File: src/assert_macros.svh
// Shared concurrent assertion helpers.
`ifndef ASSERT_MACROS_SVH
`define ASSERT_MACROS_SVH

// Check prop on every rising edge of ck while rst_n is high.
`define ASSERT_CLK(label, ck, rst_n, prop, msg) \
	label: assert property (@(posedge ck) disable iff (!rst_n) prop) else $error(msg);

// Check prop on every rising edge of ck, reset included.
`define ASSERT_ALWAYS(label, ck, prop, msg) \
	label: assert property (@(posedge ck) prop) else $error(msg);

`endif

File: src/mbps_pkg.sv
package mbps_pkg;

	localparam int unsigned PAT_BYTES   = 8;
	localparam int unsigned BYTE_W      = 8;
	localparam int unsigned BYTE_IDX_W  = 3;
	localparam int unsigned LEN_W       = 4;
	localparam int unsigned ADDR_W      = 64;
	localparam int unsigned COUNT_W     = 32;
	localparam int unsigned CFG_W       = 64;
	localparam int unsigned CFG_IDX_W   = 2;
	localparam int unsigned MAX_PATTERN = 8;

	typedef logic [PAT_BYTES-1:0][BYTE_W-1:0] pat_t;
	typedef logic [PAT_BYTES-1:0]             care_t;
	typedef logic [LEN_W-1:0]                 len_t;
	typedef logic [BYTE_W-1:0]                byte_t;
	typedef logic [ADDR_W-1:0]                addr_t;
	typedef logic [COUNT_W-1:0]               count_t;

	typedef enum logic [CFG_IDX_W-1:0] {
		REG_PATTERN = 2'd0,
		REG_CARE    = 2'd1,
		REG_LENGTH  = 2'd2,
		REG_BASE    = 2'd3
	} cfg_reg_t;

	typedef struct packed {
		logic  found;
		addr_t match_address;
	} result_t;

	localparam care_t CARE_RESET = '1;
	localparam len_t  LEN_RESET  = len_t'(1);

endpackage

File: src/mbps_if.sv
interface mbps_byte_if;
	logic                 valid;
	logic                 ready;
	mbps_pkg::byte_t      data_byte;
	logic                 last_byte;

	modport source (output valid, output data_byte, output last_byte, input ready);
	modport sink (input valid, input data_byte, input last_byte, output ready);
endinterface

interface mbps_result_if;
	logic                 valid;
	logic                 ready;
	logic                 found;
	mbps_pkg::addr_t      match_address;

	modport source (output valid, output found, output match_address, input ready);
	modport sink (input valid, input found, input match_address, output ready);
endinterface

File: src/mbps_cell.sv
module mbps_cell #(
	parameter int unsigned IDX = 0
) (
	input  logic            clk,
	input  logic            shift,
	input  mbps_pkg::byte_t byte_in,
	input  mbps_pkg::pat_t  pattern,
	input  mbps_pkg::care_t care,
	input  mbps_pkg::len_t  eff_len,
	output mbps_pkg::byte_t byte_q,
	output logic            hit
);

	mbps_pkg::len_t                     k;
	logic [mbps_pkg::BYTE_IDX_W-1:0]    sel;
	logic                               used;

	always_comb begin
		k    = eff_len - mbps_pkg::len_t'(1) - mbps_pkg::len_t'(IDX);
		sel  = k[mbps_pkg::BYTE_IDX_W-1:0];
		used = mbps_pkg::len_t'(IDX) < eff_len;
		hit  = !used || !care[sel] || (byte_in == pattern[sel]);
	end

	// hand the byte on to the next cell
	always_ff @(posedge clk) begin
		if (shift) begin
			byte_q <= byte_in;
		end
	end

endmodule

File: src/mbps_outbuf.sv
module mbps_outbuf (
	input  logic              clk,
	input  logic              arst_n,
	input  logic              push,
	input  mbps_pkg::result_t push_data,
	output logic              full,
	mbps_result_if.source     result_ch
);

	mbps_pkg::result_t head_q, tail_q;
	logic              head_valid_q, tail_valid_q;
	logic              pop;

	assign pop                     = head_valid_q && result_ch.ready;
	assign full                    = tail_valid_q;
	assign result_ch.valid         = head_valid_q;
	assign result_ch.found         = head_q.found;
	assign result_ch.match_address = head_q.match_address;

	always_ff @(posedge clk or negedge arst_n) begin
		if (!arst_n) begin
			head_valid_q <= 1'b0;
			tail_valid_q <= 1'b0;
		end else begin
			unique case ({push, pop})
				2'b11: begin
					if (!tail_valid_q) begin
						head_valid_q <= 1'b1;
					end
				end
				2'b10: begin
					if (head_valid_q) begin
						tail_valid_q <= 1'b1;
					end else begin
						head_valid_q <= 1'b1;
					end
				end
				2'b01: begin
					head_valid_q <= tail_valid_q;
					tail_valid_q <= 1'b0;
				end
				default: begin
				end
			endcase
		end
	end

	always_ff @(posedge clk) begin
		unique case ({push, pop})
			2'b11: begin
				if (tail_valid_q) begin
					head_q <= tail_q;
					tail_q <= push_data;
				end else begin
					head_q <= push_data;
				end
			end
			2'b10: begin
				if (head_valid_q) begin
					tail_q <= push_data;
				end else begin
					head_q <= push_data;
				end
			end
			2'b01: begin
				head_q <= tail_q;
			end
			default: begin
			end
		endcase
	end

endmodule

File: src/masked_byte_pattern_search_top.sv
// Masked byte pattern search: takes one word (a byte and an end-of-region flag) per clock and
// compares the newest bytes against a pattern of up to eight bytes, with a care bit per byte,
// in a chain of one compare cell per pattern byte. The first full match inside a region gives
// one result (found = 1, base register plus the match start offset), which is pushed into the
// output buffer as the byte that completes it is accepted; a region with no match gives one
// not-found result after its last byte. Throughput is one byte per clock; results wait in a
// two-entry output buffer, and input stalls only while that buffer holds two results. Write the
// configuration registers only while the block is idle.
`include "assert_macros.svh"

module masked_byte_pattern_search_top #(
	parameter int unsigned MAX_PATTERN = mbps_pkg::MAX_PATTERN
) (
	input  logic                              clk,
	input  logic                              arst_n,
	input  logic                              cfg_we,
	input  logic [mbps_pkg::CFG_IDX_W-1:0]    cfg_index,
	input  logic [mbps_pkg::CFG_W-1:0]        cfg_data,
	mbps_byte_if.sink                         byte_ch,
	mbps_result_if.source                     result_ch
);

	mbps_pkg::pat_t    pattern_q;
	mbps_pkg::care_t   care_q;
	mbps_pkg::len_t    length_q;
	mbps_pkg::addr_t   base_q;
	mbps_pkg::count_t  seen_q;
	logic              reported_q;

	mbps_pkg::len_t    eff_len;
	mbps_pkg::count_t  seen_nx;
	mbps_pkg::count_t  offset;
	logic              accept;
	logic              match_now;
	logic              push;
	logic              full;
	mbps_pkg::result_t res;

	mbps_pkg::byte_t          window [MAX_PATTERN];
	logic [MAX_PATTERN-1:0]   hits;

	always_ff @(posedge clk or negedge arst_n) begin
		if (!arst_n) begin
			pattern_q <= '0;
			care_q    <= mbps_pkg::CARE_RESET;
			length_q  <= mbps_pkg::LEN_RESET;
			base_q    <= '0;
		end else if (cfg_we) begin
			unique case (mbps_pkg::cfg_reg_t'(cfg_index))
				mbps_pkg::REG_PATTERN: pattern_q <= cfg_data;
				mbps_pkg::REG_CARE:    care_q    <= cfg_data[mbps_pkg::PAT_BYTES-1:0];
				mbps_pkg::REG_LENGTH:  length_q  <= cfg_data[mbps_pkg::LEN_W-1:0];
				mbps_pkg::REG_BASE:    base_q    <= cfg_data[mbps_pkg::ADDR_W-1:0];
				default: begin
				end
			endcase
		end
	end

	always_comb begin
		priority if (length_q == '0) begin
			eff_len = mbps_pkg::len_t'(1);
		end else if (length_q > mbps_pkg::len_t'(MAX_PATTERN)) begin
			eff_len = mbps_pkg::len_t'(MAX_PATTERN);
		end else begin
			eff_len = length_q;
		end
	end

	for (genvar i = 0; i < MAX_PATTERN; i++) begin : g_cell
		mbps_cell #(
			.IDX(i)
		) u_cell (
			.clk    (clk),
			.shift  (accept),
			.byte_in((i == 0) ? byte_ch.data_byte : window[(i == 0) ? 0 : i - 1]),
			.pattern(pattern_q),
			.care   (care_q),
			.eff_len(eff_len),
			.byte_q (window[i]),
			.hit    (hits[i])
		);
	end

	assign byte_ch.ready = !full;
	assign accept        = byte_ch.valid && byte_ch.ready;

	always_comb begin
		seen_nx   = (&seen_q) ? seen_q : seen_q + mbps_pkg::count_t'(1);
		offset    = seen_nx - mbps_pkg::count_t'(eff_len);
		match_now = !reported_q && (seen_nx >= mbps_pkg::count_t'(eff_len)) && (&hits);
		push      = accept && (match_now || (!reported_q && byte_ch.last_byte));
		res.found = match_now;
		res.match_address = match_now ? base_q + mbps_pkg::addr_t'(offset) : '0;
	end

	always_ff @(posedge clk or negedge arst_n) begin
		if (!arst_n) begin
			seen_q     <= '0;
			reported_q <= 1'b0;
		end else if (accept) begin
			if (byte_ch.last_byte) begin
				seen_q     <= '0;
				reported_q <= 1'b0;
			end else begin
				seen_q     <= seen_nx;
				reported_q <= reported_q || match_now;
			end
		end
	end

	mbps_outbuf u_outbuf (
		.clk      (clk),
		.arst_n   (arst_n),
		.push     (push),
		.push_data(res),
		.full     (full),
		.result_ch(result_ch)
	);

	`ASSERT_CLK(a_one_result, clk, arst_n, (accept && reported_q) |-> !push, "second result in region")
	`ASSERT_CLK(a_region_end, clk, arst_n, (accept && byte_ch.last_byte) |=> (seen_q == '0 && !reported_q), "region state not cleared")
	`ASSERT_CLK(a_mark_match, clk, arst_n, (accept && match_now && !byte_ch.last_byte) |=> reported_q, "match not recorded")

endmodule

File: src/flat_wrapper.sv
// flat-port wrapper written by rule: the top's interface ports become plain ports
module masked_byte_pattern_search_top_flat 
#(
	parameter int unsigned MAX_PATTERN = mbps_pkg::MAX_PATTERN
)
  (clk, arst_n, cfg_we, cfg_index, cfg_data, byte_ch_valid, byte_ch_data_byte, byte_ch_last_byte, byte_ch_ready, result_ch_valid, result_ch_found, result_ch_match_address, result_ch_ready);
  mbps_byte_if byte_ch_i ();
  mbps_result_if result_ch_i ();
  input  logic clk;
  input  logic arst_n;
  input  logic cfg_we;
  input  logic [mbps_pkg::CFG_IDX_W-1:0] cfg_index;
  input  logic [mbps_pkg::CFG_W-1:0] cfg_data;
  input wire logic [$bits(byte_ch_i.valid)-1:0] byte_ch_valid;
  input wire logic [$bits(byte_ch_i.data_byte)-1:0] byte_ch_data_byte;
  input wire logic [$bits(byte_ch_i.last_byte)-1:0] byte_ch_last_byte;
  output wire logic [$bits(byte_ch_i.ready)-1:0] byte_ch_ready;
  output wire logic [$bits(result_ch_i.valid)-1:0] result_ch_valid;
  output wire logic [$bits(result_ch_i.found)-1:0] result_ch_found;
  output wire logic [$bits(result_ch_i.match_address)-1:0] result_ch_match_address;
  input wire logic [$bits(result_ch_i.ready)-1:0] result_ch_ready;
  assign byte_ch_i.valid = byte_ch_valid;
  assign byte_ch_i.data_byte = byte_ch_data_byte;
  assign byte_ch_i.last_byte = byte_ch_last_byte;
  assign byte_ch_ready = byte_ch_i.ready;
  assign result_ch_valid = result_ch_i.valid;
  assign result_ch_found = result_ch_i.found;
  assign result_ch_match_address = result_ch_i.match_address;
  assign result_ch_i.ready = result_ch_ready;
  masked_byte_pattern_search_top #(.MAX_PATTERN(MAX_PATTERN)) u_core (.clk(clk), .arst_n(arst_n), .cfg_we(cfg_we), .cfg_index(cfg_index), .cfg_data(cfg_data), .byte_ch(byte_ch_i), .result_ch(result_ch_i));
endmodule
File: config.mk
export PLATFORM = sky130hd
export DESIGN_NAME = masked_byte_pattern_search_top_flat
export DESIGN_NICKNAME = d
export VERILOG_FILES = /design/src/mbps_pkg.sv /design/src/mbps_if.sv /design/src/mbps_cell.sv /design/src/mbps_outbuf.sv /design/src/masked_byte_pattern_search_top.sv /design/src/flat_wrapper.sv
export VERILOG_INCLUDE_DIRS = /design/src /design/src/src
export SDC_FILE = /design/constraint.sdc
export NUM_CORES = 1
export LEC_CHECK = 0
export BUFFER_PORTS_ARGS = -buffer_cell sky130_fd_sc_hd__buf_2
export CAP_MARGIN = 10
export CORE_MARGIN = 8
export CORE_UTILIZATION = 37
export CTS_BUF_LIST = sky130_fd_sc_hd__clkbuf_4
export DETAILED_ROUTE_END_ITERATION = 12
export SYNTH_ARGS = -nofsm -noshare
export SYNTH_HDL_FRONTEND = slang
export SYNTH_SLANG_ARGS = --single-unit
export TNS_END_PERCENT = 5
File: constraint.sdc
create_clock -name clk -period 9.5 [get_ports clk]
set_input_delay 0.475 -clock clk [delete_from_list [all_inputs] [get_ports clk]]
set_output_delay 0.475 -clock clk [all_outputs]
set_load 0.01 [all_outputs]
==> results of run 1 <==
## logic make-up after synthesis
family,count (synthesis),synth area share [%]
fa+ha+maj,46,2.67
flops,361,45.1
buf+inv,167,3.29
simple gates,573,12.9
xor+xnor,185,7.40
compound gates,409,13.5
mux,263,15.1
## worst register-to-register path, delay by kind of cell, from the launching register on
family / cells / cell delay, ns
multiplexers: 1 / 0.17
adder cells (fa/ha/maj): 3 / 1.10
AND/OR/NAND/NOR: 13 / 3.63
AO/OA/AOI/OAI: 8 / 1.79
flip-flops: 1 / 0.44
buffers and inverters: 1 / 0.18
XOR/XNOR: 2 / 0.45
## power breakdown
part	switching [mW]	internal, mW
logic	2.61	1.60
clock network	0.679	0.756
registers	0.271	2.07
## cell type report
type	instances	area [um^2]
antenna	5	12.5
clock buffer	147	1100
timing repair buffer	254	1730
inverter	40	150
sequential	361	9980
clock inverter	19	146
fill	5673	33500
tap	773	967
multi-input combinational	1476	11500
## how the worst min path moves through the flow
stage / from / end / slack [ns] / depth (start not counted)
floorplan: arst_n / u_core.base_q[0]$_DFFE_PN0P_ / 0.18 / 0
global placement: u_core.g_cell[3].u_cell.byte_q[2]$_DFFE_PP_ / u_core.g_cell[4].u_cell.byte_q[2]$_DFFE_PP_ / 0.45 / 0
detailed placement: u_core.g_cell[3].u_cell.byte_q[4]$_DFFE_PP_ / u_core.g_cell[4].u_cell.byte_q[4]$_DFFE_PP_ / 0.46 / 0
CTS: cfg_we / u_core.length_q[3]$_DFFE_PN0P_ / 0.03 / 3
global route: cfg_index[1] / u_core.length_q[3]$_DFFE_PN0P_ / 0.12 / 3
finish: cfg_we / u_core.length_q[3]$_DFFE_PN0P_ / 0.16 / 3
## metrics by stage
stage	power (mW)	hold slack [ns]	cells	cell area [um^2]	utilization, %
after floorplan	5.18	0.179	2004	22100	-
after global placement	6.47	0.453	2831	23600	39.9
after detailed placement	6.52	0.457	2831	23600	39.9
after CTS	8.02	0.0338	3070	25500	43.3
after global routing	8.49	0.122	3073	25500	43.3
final	7.99	0.165	3075	25600	43.3
## sequential cells by signal (all words and copies together) (netlist names), 4 cells and up
register,count
u_core.base_q,64
u_core.care_q,8
u_core.g_cell.u_cell.byte_q,56
u_core.length_q,4
u_core.pattern_q,64
u_core.seen_q,32
u_core.u_outbuf.result_ch.match_address,64
u_core.u_outbuf.tail_q,65
## routing by layer
metal,vias up,GRT usage [%],share of wire (%)
li1,8061,-,-
met1,8798,28.8,45
met2,687,32.4,45
met3,109,3.67,6.7
met4,4,7.51,2.9
met5,-,0,0.031
## cell usage after synthesis, types with 8 or more instances
library cell  number  share of area (%)
o211ai_1          10               0.34
nand3_1           46                1.0
a21oi_1           80                1.8
a21o_1            19               0.65
and4_1             9               0.36
dfrtp_1          166                 19
inv_1             36               0.61
mux2i_1           80                3.6
buf_4              9               0.31
edfxtp_1         186                 25
a22oi_1           13               0.44
mux4_2            43                4.4
nor3_1            39               0.88
nor4_1            18               0.51
nor2_1           115                2.0
a21boi_0           9               0.31
o21a_1            11               0.37
o21ai_0           61                1.4
and2_1            22               0.62
or4_1             18               0.61
nor2b_1           26               0.74
dfstp_2            9                1.1
buf_2             23               0.52
ha_1              44                2.5
nand2_1          186                3.2
buf_1             11               0.19
o31ai_1           25               0.85
nand4_1           19               0.54
o221a_2            9               0.46
mux2_2           139                7.1
xor2_1            73                2.9
a32oi_1           25               0.99
o41a_1            14               0.71
o21bai_1           8               0.27
and3_1            30               0.85
a31oi_1           34               0.96
xnor2_1          110                4.4
nand2b_1          10               0.28
o31ai_2           11               0.62
clkbuf_1          78                1.3
## repair_timing
| action | 4_1_cts | 5_1_grt |
|---|---|---|
| endpoints found under the hold margin | 231 | 0 |
| setup endpoints to repair | 0 | 0 |
| hold buffers | 73 | 0 |
| setup buffers | 0 | 0 |
==> results.sh, run 1 <==
export IMPL_maxCapViolCount=0
export IMPL_crit_cells=28
export IMPL_grt_pass1_vias=17500
export IMPL_ff2ff_setup_slack_ns=1.53
export IMPL_startpoint_type="flop"
export IMPL_antenna_found_initial=9
export IMPL_yosys_warnings=0
export IMPL_final_min_clock_period_ns=7.97
export IMPL_fin_skew_ns=0.0908
export IMPL_finalCritPeriodShare_pct=83.9
export IMPL_ys_seq_area_share_pct=45.1
export IMPL_outcome="finished clean"
export IMPL_hold_viol_final=0
export IMPL_drv_slew=0
export IMPL_routed_wirelength_um=71500
export IMPL_synth_edf_count=186
export IMPL_drt_vias_per_instance=5.74
export IMPL_drt_pass1_iter_count=5
export IMPL_num_vias=17700
export IMPL_pin_count=147
export IMPL_place_congestion=0.957
export IMPL_std_cell_rows=89
export IMPL_grt_usage_pct=20.8
export IMPL_worstPathMaxFanout=14
export IMPL_die_x_um=260
export IMPL_final_cell_mix="186 x nand2_1, 186 x edfxtp_1, 166 x dfrtp_1, 147 x clkbuf_4, 145 x buf_2"
export IMPL_clkSlewWorstSetupHoldPaths_ns=0.07
export IMPL_layout_drive_gt1_share_pct=25.6
export IMPL_relSlewSlack_pct=20.8
export IMPL_port_buffers=146
export IMPL_cts_resized=0
export IMPL_critPathTopFamily="simple AND/OR/NAND/NOR gates"
export IMPL_drtAntennaViolNets=0
export IMPL_dp_slack_ns=1.54
export IMPL_grt_max_degree=94
export IMPL_hpwlAfterDp_um=52400
export IMPL_worst_slack_ns=1.53
export IMPL_rsz0062_at_grt="false"
export IMPL_crit_type="flop to flop"
export IMPL_htree_levels=3
export IMPL_path_buf_inv=1
export IMPL_max_freq_mhz=126
export IMPL_ys_ff_latch=361
export IMPL_rr_endpoint="u_core.u_outbuf.result_ch.match_address[46]$_DFFE_PP_"
export IMPL_grt_pass1_wl_um=109000
export IMPL_start_util_pct=37.5
export IMPL_grt_overflow=0
export IMPL_coreArea_um2=59000
export IMPL_ir_drop_mv=0.206
export IMPL_ys_flop_type="edfxtp_1"
export IMPL_drt_iter0_markers=1344
export IMPL_worst_pin_slew_ns=1.18
export IMPL_worstPathRequired_ns=10.09
export IMPL_clk_latency_ns=0.87
export IMPL_setup_tns_ns=0
export IMPL_synth_async_sr_flop_share_pct=48.5
export IMPL_critPathArrivalTime_ns=8.55
export IMPL_crit_start="u_core.seen_q[0]$_DFFE_PN0P_"
export IMPL_wire_per_inst_um=23.2
export IMPL_cpMaxStageDelayCell="nor4_2"
export IMPL_setup_violations=0
export IMPL_drcViolationCount=0
export IMPL_area_growth_pct=15.6
export IMPL_cts_buffers=97
export IMPL_p_per_area_nw_per_um2=313
export IMPL_synthesis_nets=2130
export IMPL_syn_avg_cell_area_um2=11.0
export IMPL_synth_cells=2004
export IMPL_r2r_cells=28
export IMPL_cpPeakStageDelay_ns=0.58
export IMPL_die_area_um2=67800
export IMPL_cp_endpoint="u_core.u_outbuf.result_ch.match_address[46]$_DFFE_PP_"
export IMPL_hold_class="primary input to flop"
export IMPL_tritoncts="built"
export IMPL_cp_end_kind="flop"
export IMPL_die_h_um=260
export IMPL_clk_path_buf_depth=3
export IMPL_cts_sinks=361
export IMPL_root_buffer="clkbuf_4"
export IMPL_leakagePower_nw=9.97
export IMPL_synthDistinctLibCells=94
export IMPL_syn_area_um2=22100
export IMPL_nNetsFinal=2356
export IMPL_r2r_start="u_core.seen_q[0]$_DFFE_PN0P_"
Note: power is estimated with default switching activity, not from simulation.
==> inputs of run 2 (changes only) <==
- clock period: 9.5 -> 7.2 ns (I/O delays scaled with it)
==> run 2 against run 1 <==
Die area stayed put. Global-route usage is 0.096 points lower. Setup slack worse by 1.2 ns.
==> results.sh, run 2 (same netlist as run 1, synthesis figures left out) <==
export IMPL_relSlewSlack_pct=21.1
export IMPL_regMostFlops="u_core.u_outbuf.tail_q"
export IMPL_tritoncts="built"
export IMPL_die_x_um=260
export IMPL_worst_pin_slew_ns=1.18
export IMPL_dp_slack_ns=-0.0511
export IMPL_grt_max_degree=75
export IMPL_cts_sinks=361
export IMPL_worstPathMaxFanout=15
export IMPL_finalCritPeriodShare_pct=95.5
export IMPL_port_buffers=146
export IMPL_crit_type="flop to flop"
export IMPL_startpoint_type="flop"
export IMPL_drt_iter0_markers=1559
export IMPL_grt_pass1_vias=17300
export IMPL_layout_drive_gt1_share_pct=26.4
export IMPL_pin_count=147
export IMPL_start_util_pct=37.5
export IMPL_clk_latency_ns=0.85
export IMPL_final_min_clock_period_ns=6.88
export IMPL_grt_pass1_wl_um=109000
export IMPL_cp_end_kind="flop"
export IMPL_final_cell_mix="186 x nand2_1, 186 x edfxtp_1, 166 x dfrtp_1, 145 x buf_2, 139 x mux2_2"
export IMPL_p_per_area_nw_per_um2=410
export IMPL_die_area_um2=67800
export IMPL_wire_per_inst_um=23.2
export IMPL_clk_path_buf_depth=3
export IMPL_coreArea_um2=59000
export IMPL_area_growth_pct=17.0
export IMPL_power_mw=10.6
export IMPL_maxCapViolCount=0
export IMPL_htree_levels=3
export IMPL_rr_endpoint="u_core.u_outbuf.result_ch.match_address[63]$_DFFE_PP_"
export IMPL_antenna_found_initial=7
export IMPL_hold_viol_final=0
export IMPL_drt_pass1_iter_count=6
export IMPL_ff2ff_setup_slack_ns=0.32
export IMPL_largest_reg_flops=65
export IMPL_num_vias=17900
export IMPL_nNetsFinal=2385
export IMPL_max_freq_mhz=145
export IMPL_cts_buffers=97
export IMPL_drv_slew=0
export IMPL_outcome="finished clean"
export IMPL_drtAntennaViolNets=0
export IMPL_grt_usage_pct=20.7
export IMPL_rsz0062_at_grt="false"
export IMPL_worstPathRequired_ns=7.86
export IMPL_worst_slack_ns=0.324
export IMPL_final_util_pct=43.8
export IMPL_drt_vias_per_instance=5.73
export IMPL_critPathArrivalTime_ns=7.53
export IMPL_fin_skew_ns=0.0958
export IMPL_std_cell_rows=89
export IMPL_post_cts_buffers=0
export IMPL_routed_wirelength_um=72400
export IMPL_root_buffer="clkbuf_4"
export IMPL_die_h_um=260
export IMPL_r2r_start="u_core.seen_q[0]$_DFFE_PN0P_"
export IMPL_r2r_cells=27
export IMPL_drcViolationCount=0
export IMPL_grt_overflow=0
export IMPL_leakagePower_nw=10.1
export IMPL_ir_drop_mv=0.356
export IMPL_hold_class="primary input to asynchronous set/reset pin"
export IMPL_clkSlewWorstSetupHoldPaths_ns=0.08
export IMPL_hpwlAfterDp_um=53000
export IMPL_place_congestion=0.906
export IMPL_setup_violations=0
-- run 2: cell count changes in the layout (fill, tap and decap cells not counted), sizes merged --
cell	delta
dlygate4sd3	+5
clkinv	+24
inv	-2
clkinvlp	+2
buf	+24
clkbuf	-11
diode	-2
-- run 2: critical path, stage by stage, from the launching register on --
cell and delay, ns:
dfrtp_1 0.44, ha_2 0.27, nand4_2 0.22, or4_4 0.62, nor3_4 0.21, nand2_1 0.07
nand2_1 0.13, ha_1 0.26, a21oi_1 0.15, o21bai_1 0.11, a21oi_1 0.24, nand3_1 0.15
or2_2 0.38, nor2_4 0.17, nand4_1 0.21, or4_1 0.60, xnor2_1 0.21, ha_2 0.36
or3_1 0.35, o211ai_1 0.14, o2111ai_1 0.22, nand2_1 0.13, o21ai_1 0.09, buf_6 0.17
nand4_1 0.10, xor2_1 0.10, or4_1 0.41, a31oi_1 0.17
-- run 2: report_power, final --
| group | total [mW] | switching (mW) | internal [mW] |
|---|---|---|---|
| sequential | 3.10 | 0.361 | 2.74 |
| combinational | 5.63 | 3.47 | 2.16 |
| clock | 1.89 | 0.938 | 0.953 |
| total | 10.6 | 4.77 | 5.84 |
-- run 2: worst max-delay path by stage --
stage	slack, ns	end	start	depth (start not counted)
after global placement	0.12	u_core.u_outbuf.result_ch.match_address[50]$_DFFE_PP_	u_core.seen_q[0]$_DFFE_PN0P_	29
final	0.32	u_core.u_outbuf.result_ch.match_address[63]$_DFFE_PP_	u_core.seen_q[0]$_DFFE_PN0P_	27
after detailed placement	-0.05	u_core.u_outbuf.result_ch.match_address[50]$_DFFE_PP_	u_core.seen_q[0]$_DFFE_PN0P_	29
after CTS	0.08	u_core.u_outbuf.result_ch.match_address[50]$_DFFE_PP_	u_core.seen_q[0]$_DFFE_PN0P_	29
after floorplan	0.40	u_core.u_outbuf.result_ch.match_address[57]$_DFFE_PP_	u_core.seen_q[0]$_DFFE_PN0P_	30
after global routing	0.02	u_core.u_outbuf.result_ch.match_address[63]$_DFFE_PP_	u_core.seen_q[19]$_DFFE_PN0P_	28
-- run 2: cell type report --
| class | instances | area, um^2 |
|---|---|---|
| Timing Repair Buffer | 283 | 1980 |
| Clock inverter | 43 | 244 |
| Multi-Input combinational cell | 1476 | 11500 |
| Clock buffer | 136 | 1020 |
| Antenna cell | 3 | 7.51 |
| Tap cell | 773 | 967 |
| Sequential cell | 361 | 9980 |
| Fill cell | 5612 | 33100 |
| Inverter | 40 | 150 |
-- run 2: through the flow --
step | hold WS [ns] | std cells | setup TNS (ns) | cell area (um^2)
global placement | 0.348 | 2854 | 0 | 23700
global route | 0.0694 | 3114 | 0 | 25900
CTS | 0.00927 | 3111 | 0 | 25800
floorplan | 0.0644 | 2004 | 0 | 22100
detailed placement | 0.364 | 2854 | -0.0611 | 23700
finish | 0.0686 | 3115 | 0 | 25900
-- run 2: routing by layer --
metal | global-route usage [%] | up-vias | wire length (um)
met1 | 28.6 | 8909 | 31800
met5 | 0 | - | 23
met2 | 32.2 | 719 | 33200
li1 | - | 8118 | -
met4 | 6.91 | 4 | 1840
met3 | 4.16 | 112 | 5520
-- run 2: repair_timing --
action,4_1_cts,5_1_grt
setup endpoints to repair,6,45
endpoints found under the hold margin,200,0
hold buffers,78,0
gates resized for setup,1,13
